===== src/design/ntm_pkg.sv =====
// ----------------------------------------------------------------------------
// ntm_pkg: shared types and constants for the nearest timestamp matcher
// Table geometry, field widths, operation and status codes, and the
// command / status bundles between the controller and the datapath.
// ----------------------------------------------------------------------------
package ntm_pkg;

   // table geometry
   localparam int TABLE_DEPTH = 4096;
   localparam int IDX_W       = $clog2(TABLE_DEPTH);
   localparam int CNT_W       = $clog2(TABLE_DEPTH + 1);

   // field widths
   localparam int OP_W     = 3;
   localparam int TS_W     = 63;
   localparam int WIDE_W   = TS_W + 1;
   localparam int THR_W    = 32;
   localparam int STATUS_W = 4;
   localparam int ENTRY_W  = 12;
   localparam int ORD_W    = 32;

   localparam logic [THR_W-1:0] THRESHOLD_RESET = 32'd5000000;

   typedef logic [WIDE_W-1:0] wide_type;

   typedef enum logic [OP_W-1:0] {
      OP_APPEND  = 3'd0,
      OP_CLEAR   = 3'd1,
      OP_RUN     = 3'd2,
      OP_MATCH   = 3'd3,
      OP_NEAREST = 3'd4
   } op_type;

   typedef enum logic [STATUS_W-1:0] {
      ST_APPENDED = 4'd0,
      ST_FULL     = 4'd1,
      ST_CLEARED  = 4'd2,
      ST_RUN      = 4'd3,
      ST_MATCHED  = 4'd4,
      ST_BEFORE   = 4'd5,
      ST_AFTER    = 4'd6,
      ST_FAR      = 4'd7,
      ST_EMPTY    = 4'd8,
      ST_NEAREST  = 4'd9
   } status_type;

   // memory read address source
   typedef enum logic [2:0] {
      RD_FIRST = 3'd0,
      RD_LAST  = 3'd1,
      RD_MID0  = 3'd2,
      RD_MID   = 3'd3,
      RD_LO_M1 = 3'd4,
      RD_LO    = 3'd5
   } rd_sel_type;

   // source of the pending result's index and distance
   typedef enum logic [2:0] {
      SRC_ZERO   = 3'd0,
      SRC_APPEND = 3'd1,
      SRC_FIRST  = 3'd2,
      SRC_LAST   = 3'd3,
      SRC_CHOSEN = 3'd4
   } pend_src_type;

   typedef struct packed {
      logic         accept;
      logic         do_append;
      logic         do_clear;
      logic         do_run;
      rd_sel_type   rd_sel;
      logic         search_init;
      logic         search_step;
      logic         keep_first;
      logic         keep_cand;
      logic         choose;
      logic         pend_load;
      status_type   pend_status;
      pend_src_type pend_src;
      logic         push;
   } ctrl_cmd_type;

   typedef struct packed {
      logic table_empty;
      logic table_full;
      logic before_range;
      logic after_range;
      logic search_done;
      logic too_far;
      logic out_free;
   } dp_status_type;

   // absolute distance between two timestamps
   function automatic logic [TS_W-1:0] abs_dist(input logic [TS_W-1:0] a,
                                                 input logic [TS_W-1:0] b);
      logic [TS_W-1:0] res;
      res = (a >= b) ? (a - b) : (b - a);
      return res;
   endfunction

endpackage


===== src/design/ntm_ctrl.sv =====
// ----------------------------------------------------------------------------
// ntm_ctrl: operation sequencer
// Decodes each accepted request and walks the datapath through range
// checks, the halving search, the candidate pick and the result handoff.
// ----------------------------------------------------------------------------
module ntm_ctrl import ntm_pkg::*; (
   input  logic            clock,
   input  logic            reset,
   input  logic            req_valid,
   input  logic [OP_W-1:0] req_operation,
   output logic            req_ready,
   input  dp_status_type   st,
   output ctrl_cmd_type    cmd
);

   typedef enum logic [8:0] {
      S_IDLE   = 9'b000000001,
      S_FIRST  = 9'b000000010,
      S_LAST   = 9'b000000100,
      S_SEARCH = 9'b000001000,
      S_PICK_A = 9'b000010000,
      S_PICK_B = 9'b000100000,
      S_PICK_C = 9'b001000000,
      S_DECIDE = 9'b010000000,
      S_DONE   = 9'b100000000
   } state_type;

   state_type state_ff, state_in;
   logic      gated_ff, gated_in;
   logic      req_fire;

   assign req_ready = (state_ff == S_IDLE);
   assign req_fire  = req_ready && req_valid;

   // next state and commands
   always_comb begin
      state_in        = state_ff;
      gated_in        = gated_ff;
      cmd             = '0;
      cmd.rd_sel      = RD_FIRST;
      cmd.pend_status = ST_EMPTY;
      cmd.pend_src    = SRC_ZERO;
      case (state_ff)
         S_IDLE: begin
            if (req_fire) begin
               cmd.accept = 1'b1;
               case (op_type'(req_operation))
                  OP_APPEND: begin
                     cmd.pend_load = 1'b1;
                     if (st.table_full) begin
                        cmd.pend_status = ST_FULL;
                     end else begin
                        cmd.do_append   = 1'b1;
                        cmd.pend_status = ST_APPENDED;
                        cmd.pend_src    = SRC_APPEND;
                     end
                     state_in = S_DONE;
                  end
                  OP_CLEAR: begin
                     cmd.do_clear    = 1'b1;
                     cmd.pend_load   = 1'b1;
                     cmd.pend_status = ST_CLEARED;
                     state_in        = S_DONE;
                  end
                  OP_RUN: begin
                     cmd.do_run      = 1'b1;
                     cmd.pend_load   = 1'b1;
                     cmd.pend_status = ST_RUN;
                     state_in        = S_DONE;
                  end
                  OP_MATCH: begin
                     gated_in = 1'b1;
                     if (st.table_empty) begin
                        cmd.pend_load = 1'b1;
                        state_in      = S_DONE;
                     end else begin
                        cmd.rd_sel = RD_FIRST;
                        state_in   = S_FIRST;
                     end
                  end
                  OP_NEAREST: begin
                     gated_in = 1'b0;
                     if (st.table_empty) begin
                        cmd.pend_load = 1'b1;
                        state_in      = S_DONE;
                     end else begin
                        cmd.search_init = 1'b1;
                        cmd.rd_sel      = RD_MID0;
                        state_in        = S_SEARCH;
                     end
                  end
                  default: begin
                     // undefined codes are dropped without a result
                     state_in = S_IDLE;
                  end
               endcase
            end
         end
         S_FIRST: begin
            cmd.keep_first = 1'b1;
            cmd.rd_sel     = RD_LAST;
            state_in       = S_LAST;
         end
         S_LAST: begin
            if (st.before_range) begin
               cmd.pend_load   = 1'b1;
               cmd.pend_status = ST_BEFORE;
               cmd.pend_src    = SRC_FIRST;
               state_in        = S_DONE;
            end else if (st.after_range) begin
               cmd.pend_load   = 1'b1;
               cmd.pend_status = ST_AFTER;
               cmd.pend_src    = SRC_LAST;
               state_in        = S_DONE;
            end else begin
               cmd.search_init = 1'b1;
               cmd.rd_sel      = RD_MID0;
               state_in        = S_SEARCH;
            end
         end
         S_SEARCH: begin
            cmd.search_step = 1'b1;
            cmd.rd_sel      = RD_MID;
            if (st.search_done) begin
               state_in = S_PICK_A;
            end
         end
         S_PICK_A: begin
            cmd.rd_sel = RD_LO_M1;
            state_in   = S_PICK_B;
         end
         S_PICK_B: begin
            cmd.keep_cand = 1'b1;
            cmd.rd_sel    = RD_LO;
            state_in      = S_PICK_C;
         end
         S_PICK_C: begin
            cmd.choose = 1'b1;
            state_in   = S_DECIDE;
         end
         S_DECIDE: begin
            cmd.pend_load = 1'b1;
            cmd.pend_src  = SRC_CHOSEN;
            if (!gated_ff) begin
               cmd.pend_status = ST_NEAREST;
            end else if (st.too_far) begin
               cmd.pend_status = ST_FAR;
            end else begin
               cmd.pend_status = ST_MATCHED;
            end
            state_in = S_DONE;
         end
         S_DONE: begin
            if (st.out_free) begin
               cmd.push = 1'b1;
               state_in = S_IDLE;
            end
         end
         default: begin
            state_in = S_IDLE;
         end
      endcase
   end

   always_ff @(posedge clock) begin
      if (reset) begin
         state_ff <= S_IDLE;
         gated_ff <= 1'b0;
      end else begin
         state_ff <= state_in;
         gated_ff <= gated_in;
      end
   end

endmodule


===== config.mk =====
export PLATFORM = sky130hd
export DESIGN_NAME = ntm_ctrl
export DESIGN_NICKNAME = d
export VERILOG_FILES = /design/src/design/ntm_pkg.sv /design/src/design/ntm_ctrl.sv
export SDC_FILE = /design/constraint.sdc
export NUM_CORES = 1
export LEC_CHECK = 0
export ABC_AREA = 0
export BUFFER_PORTS_ARGS = -buffer_cell sky130_fd_sc_hd__buf_2
export CAP_MARGIN = 5
export CELL_PAD_IN_SITES_DETAIL_PLACEMENT = 1
export CELL_PAD_IN_SITES_GLOBAL_PLACEMENT = 1
export CORE_MARGIN = 10
export CORE_UTILIZATION = 37
export DETAILED_ROUTE_END_ITERATION = 10
export PLACE_DENSITY = 0.94
export SYNTH_ARGS = -nofsm -noshare
export SYNTH_HDL_FRONTEND = slang
export SYNTH_SLANG_ARGS = --single-unit
export TNS_END_PERCENT = 30

===== constraint.sdc =====
create_clock -name clock -period 5.8 [get_ports clock]
set_clock_uncertainty 0.2 [all_clocks]
set_input_delay 0.29 -clock clock [delete_from_list [all_inputs] [get_ports clock]]
set_output_delay 0.29 -clock clock [all_outputs]
set_load 0.01 [all_outputs]

==> impl_metrics.toml <==
[status]
status = "finished clean"

[layout]
layout-area-overhead-vs-synth_pct = 19.4
mostFrequentLayoutCells = "34 x buf_2, 12 x nor2_1, 10 x dfxtp_1"
final_cell_count_no_fill = 184
diodes = 0
nFillCells = 338
drive_gt1_share_pct = 31.2
fin_area_um2 = 1150
nNetsFinal = 168
fin_util_pct = 46.4
final_common_cell = "buf_2"

[timing]
hold_viol = 0
fmax_mhz = 378
rsz0062_at_grt = "no"
setup_violations = 0
postLayoutSetupSlackWorst_ns = 3.15
worstMarginPinSlew_ns = 0.649
slew_headroom_pct = 56.6
finalSetupTns_ns = 0
drv_slew = 0
fin_crit_sh_pct = 45.6
min_period_ns = 2.65

[hold_path]
min_path_type = "in -> reg"
hold_start = "reset"

[placement]
globalplace.congestion = 0.866
dpl.cell_count = 180
hpwl_mm = 2.66
dpl_worst_slack_ns = 3.44
io_buffers = 34
placed_area_um2 = 1110

[grt]
grt_max_degree = 12
grt_pass1_vias = 1138
antenna_found_initial = 0
grt_overflow_total = 0
grt_pass1_wl_mm = 5.48
grt_usage_pct = 12.7

[pwr]
pwr-share-seq_pct = 35.5
p_sw_mw = 0.0738
comb_power_share_pct = 33.0
swShare_pct = 35.1
p_leak_nw = 0.544
p_clk_share_pct = 31.5
power_density_nw_per_um2 = 183
vdd.ir_drop.worst_mv = 0.0986
p_int_mw = 0.136

[route]
wire_per_inst_um = 17.4
drtAntennaViolNets = 0
dr.pass1.iters = 6
drc = 0
routed_via_density = 5.91
num_vias = 1087
first_iter_violations = 54
finalWirelength_mm = 3.21

[clock_tree]
cts_tree = "yes"
clk_pin_slew_worst_paths_ns = 0.07
cts_setup_buffers = 0
cts_buffer_depth = 2
clk_latency_ns = 0.27
postCtsHoldBufs = 0
cts.sink_count = 10
cts-root-buf = "clkbuf_4"
cts_resized = 0
h-tree-depth = 1
cts_buffers = 3

[die]
rows = 18
core-area_um2 = 2480
num_io_pins = 35
die-area_um2 = 5040
die_w_um = 71.0
die_h_um = 71.0
initial_core_util_pct = 38.9

[synthesis]
synth_seq_area_share_pct = 20.8
synthFlopType = "dfxtp_1"
async_flop_share_pct = 0
syn_inst = 123
syn_area_um2 = 963
syn_avg_cell_area_um2 = 7.83
synth-edff-count = 0
yosysUniqueCellTypes = 43
yosysWarnings = 0
ys_ff_latch = 10
syn_nets = 136

[worst_setup_path]
crit_fanout = 9
reg2reg_from = "state_ff[6]$_SDFFE_PP0P_"
start_kind = "flip-flop"
arrival_ns = 2.16
worstPathRequired_ns = 5.31
critPathLaunch = "state_ff[3]$_SDFFE_PP0P_"
path_class = "reg -> out"
crit_path_end_kind = "primary output"

[flow_run]
drv_cap = 0
==> registers in the layout, indices dropped and copies added (netlist names) <==
name      cells
state_ff      9
gated_ff      1
==> cells by family after synthesis <==
group | share of synthesized area (%)
AOI/OAI and AO/OA | 18.1
xor gates and xnor gates | 2.73
buffers and inverters | 8.70
DFF | 20.8
and+or+nand+nor | 49.7
==> per-stage QoR <==
stage          hold slack, ns  total power [mW]
3_5_place_dp            0.341             0.145
5_1_grt                0.0684             0.223
3_3_place_gp            0.331             0.143
2_1_floorplan           0.196             0.125
6_report               0.0644             0.210
4_1_cts                0.0569             0.212
==> cell usage after synthesis, types with 4 or more instances <==
cell / n / area share [%]
nor2_1: 12 / 4.7
nand3_1: 6 / 3.1
nand2b_1: 6 / 3.9
o21ai_0: 6 / 3.1
nand4_1: 4 / 2.6
buf_6: 4 / 4.7
nor4_1: 4 / 2.6
nor3_1: 7 / 3.6
nor4_4: 4 / 8.8
o211ai_1: 4 / 3.1
nand2_1: 8 / 3.1
dfxtp_1: 10 / 21
nor3b_1: 4 / 3.1
inv_1: 7 / 2.7
==> worst paths after layout <==
kind | to | slack (ns) | cells past startpoint
hold / removal | state_ff[0]$_SDFFE_PP1P_ | 0.06 | 3
hold reg to reg | state_ff[5]$_SDFFE_PP0P_ | 0.38 | 2
setup reg to reg | state_ff[0]$_SDFFE_PP1P_ | 3.52 | 4
setup / recovery | cmd[13] | 3.15 | 5
==> routing by layer <==
layer  part of all wire, %  vias up  GRT usage (%)  wire (um)
met5                     0        -              0          0
met2                    50       37           22.7       1590
met1                    41      521           13.6       1310
li1                      -      521              -          -
met4                   1.6        0           4.30         50
met3                   7.7        8           4.32        248
==> critical path, cell delays in order (launching register included) <==
cell,delay (ns)
dfxtp_1,0.39
or3_1,0.60
nor3_1,0.39
nand2_1,0.19
o21ai_0,0.13
buf_2,0.17
==> cell type report <==
| cell class | count | area (um2) | share of cell area [%] |
|---|---|---|---|
| inverters | 7 | 26.3 | 2.29 |
| repair buffers | 34 | 170 | 14.8 |
| clock buffers | 4 | 36.3 | 3.16 |
| well taps | 30 | 37.5 | 3.26 |
| multi-input cells | 99 | 679 | 59.1 |
| flip-flops and latches | 10 | 200 | 17.4 |
==> power by group through the flow <==
stage / registers, mW / logic (mW) / clock network [mW]
after floorplan: 0.0740 / 0.0508 / 0
after global placement: 0.0759 / 0.0669 / 0
after detailed placement: 0.0761 / 0.0693 / 0
after CTS: 0.0745 / 0.0698 / 0.0673
after global routing: 0.0754 / 0.0770 / 0.0706
final: 0.0746 / 0.0694 / 0.0661
(Power assumes the default switching activity.)
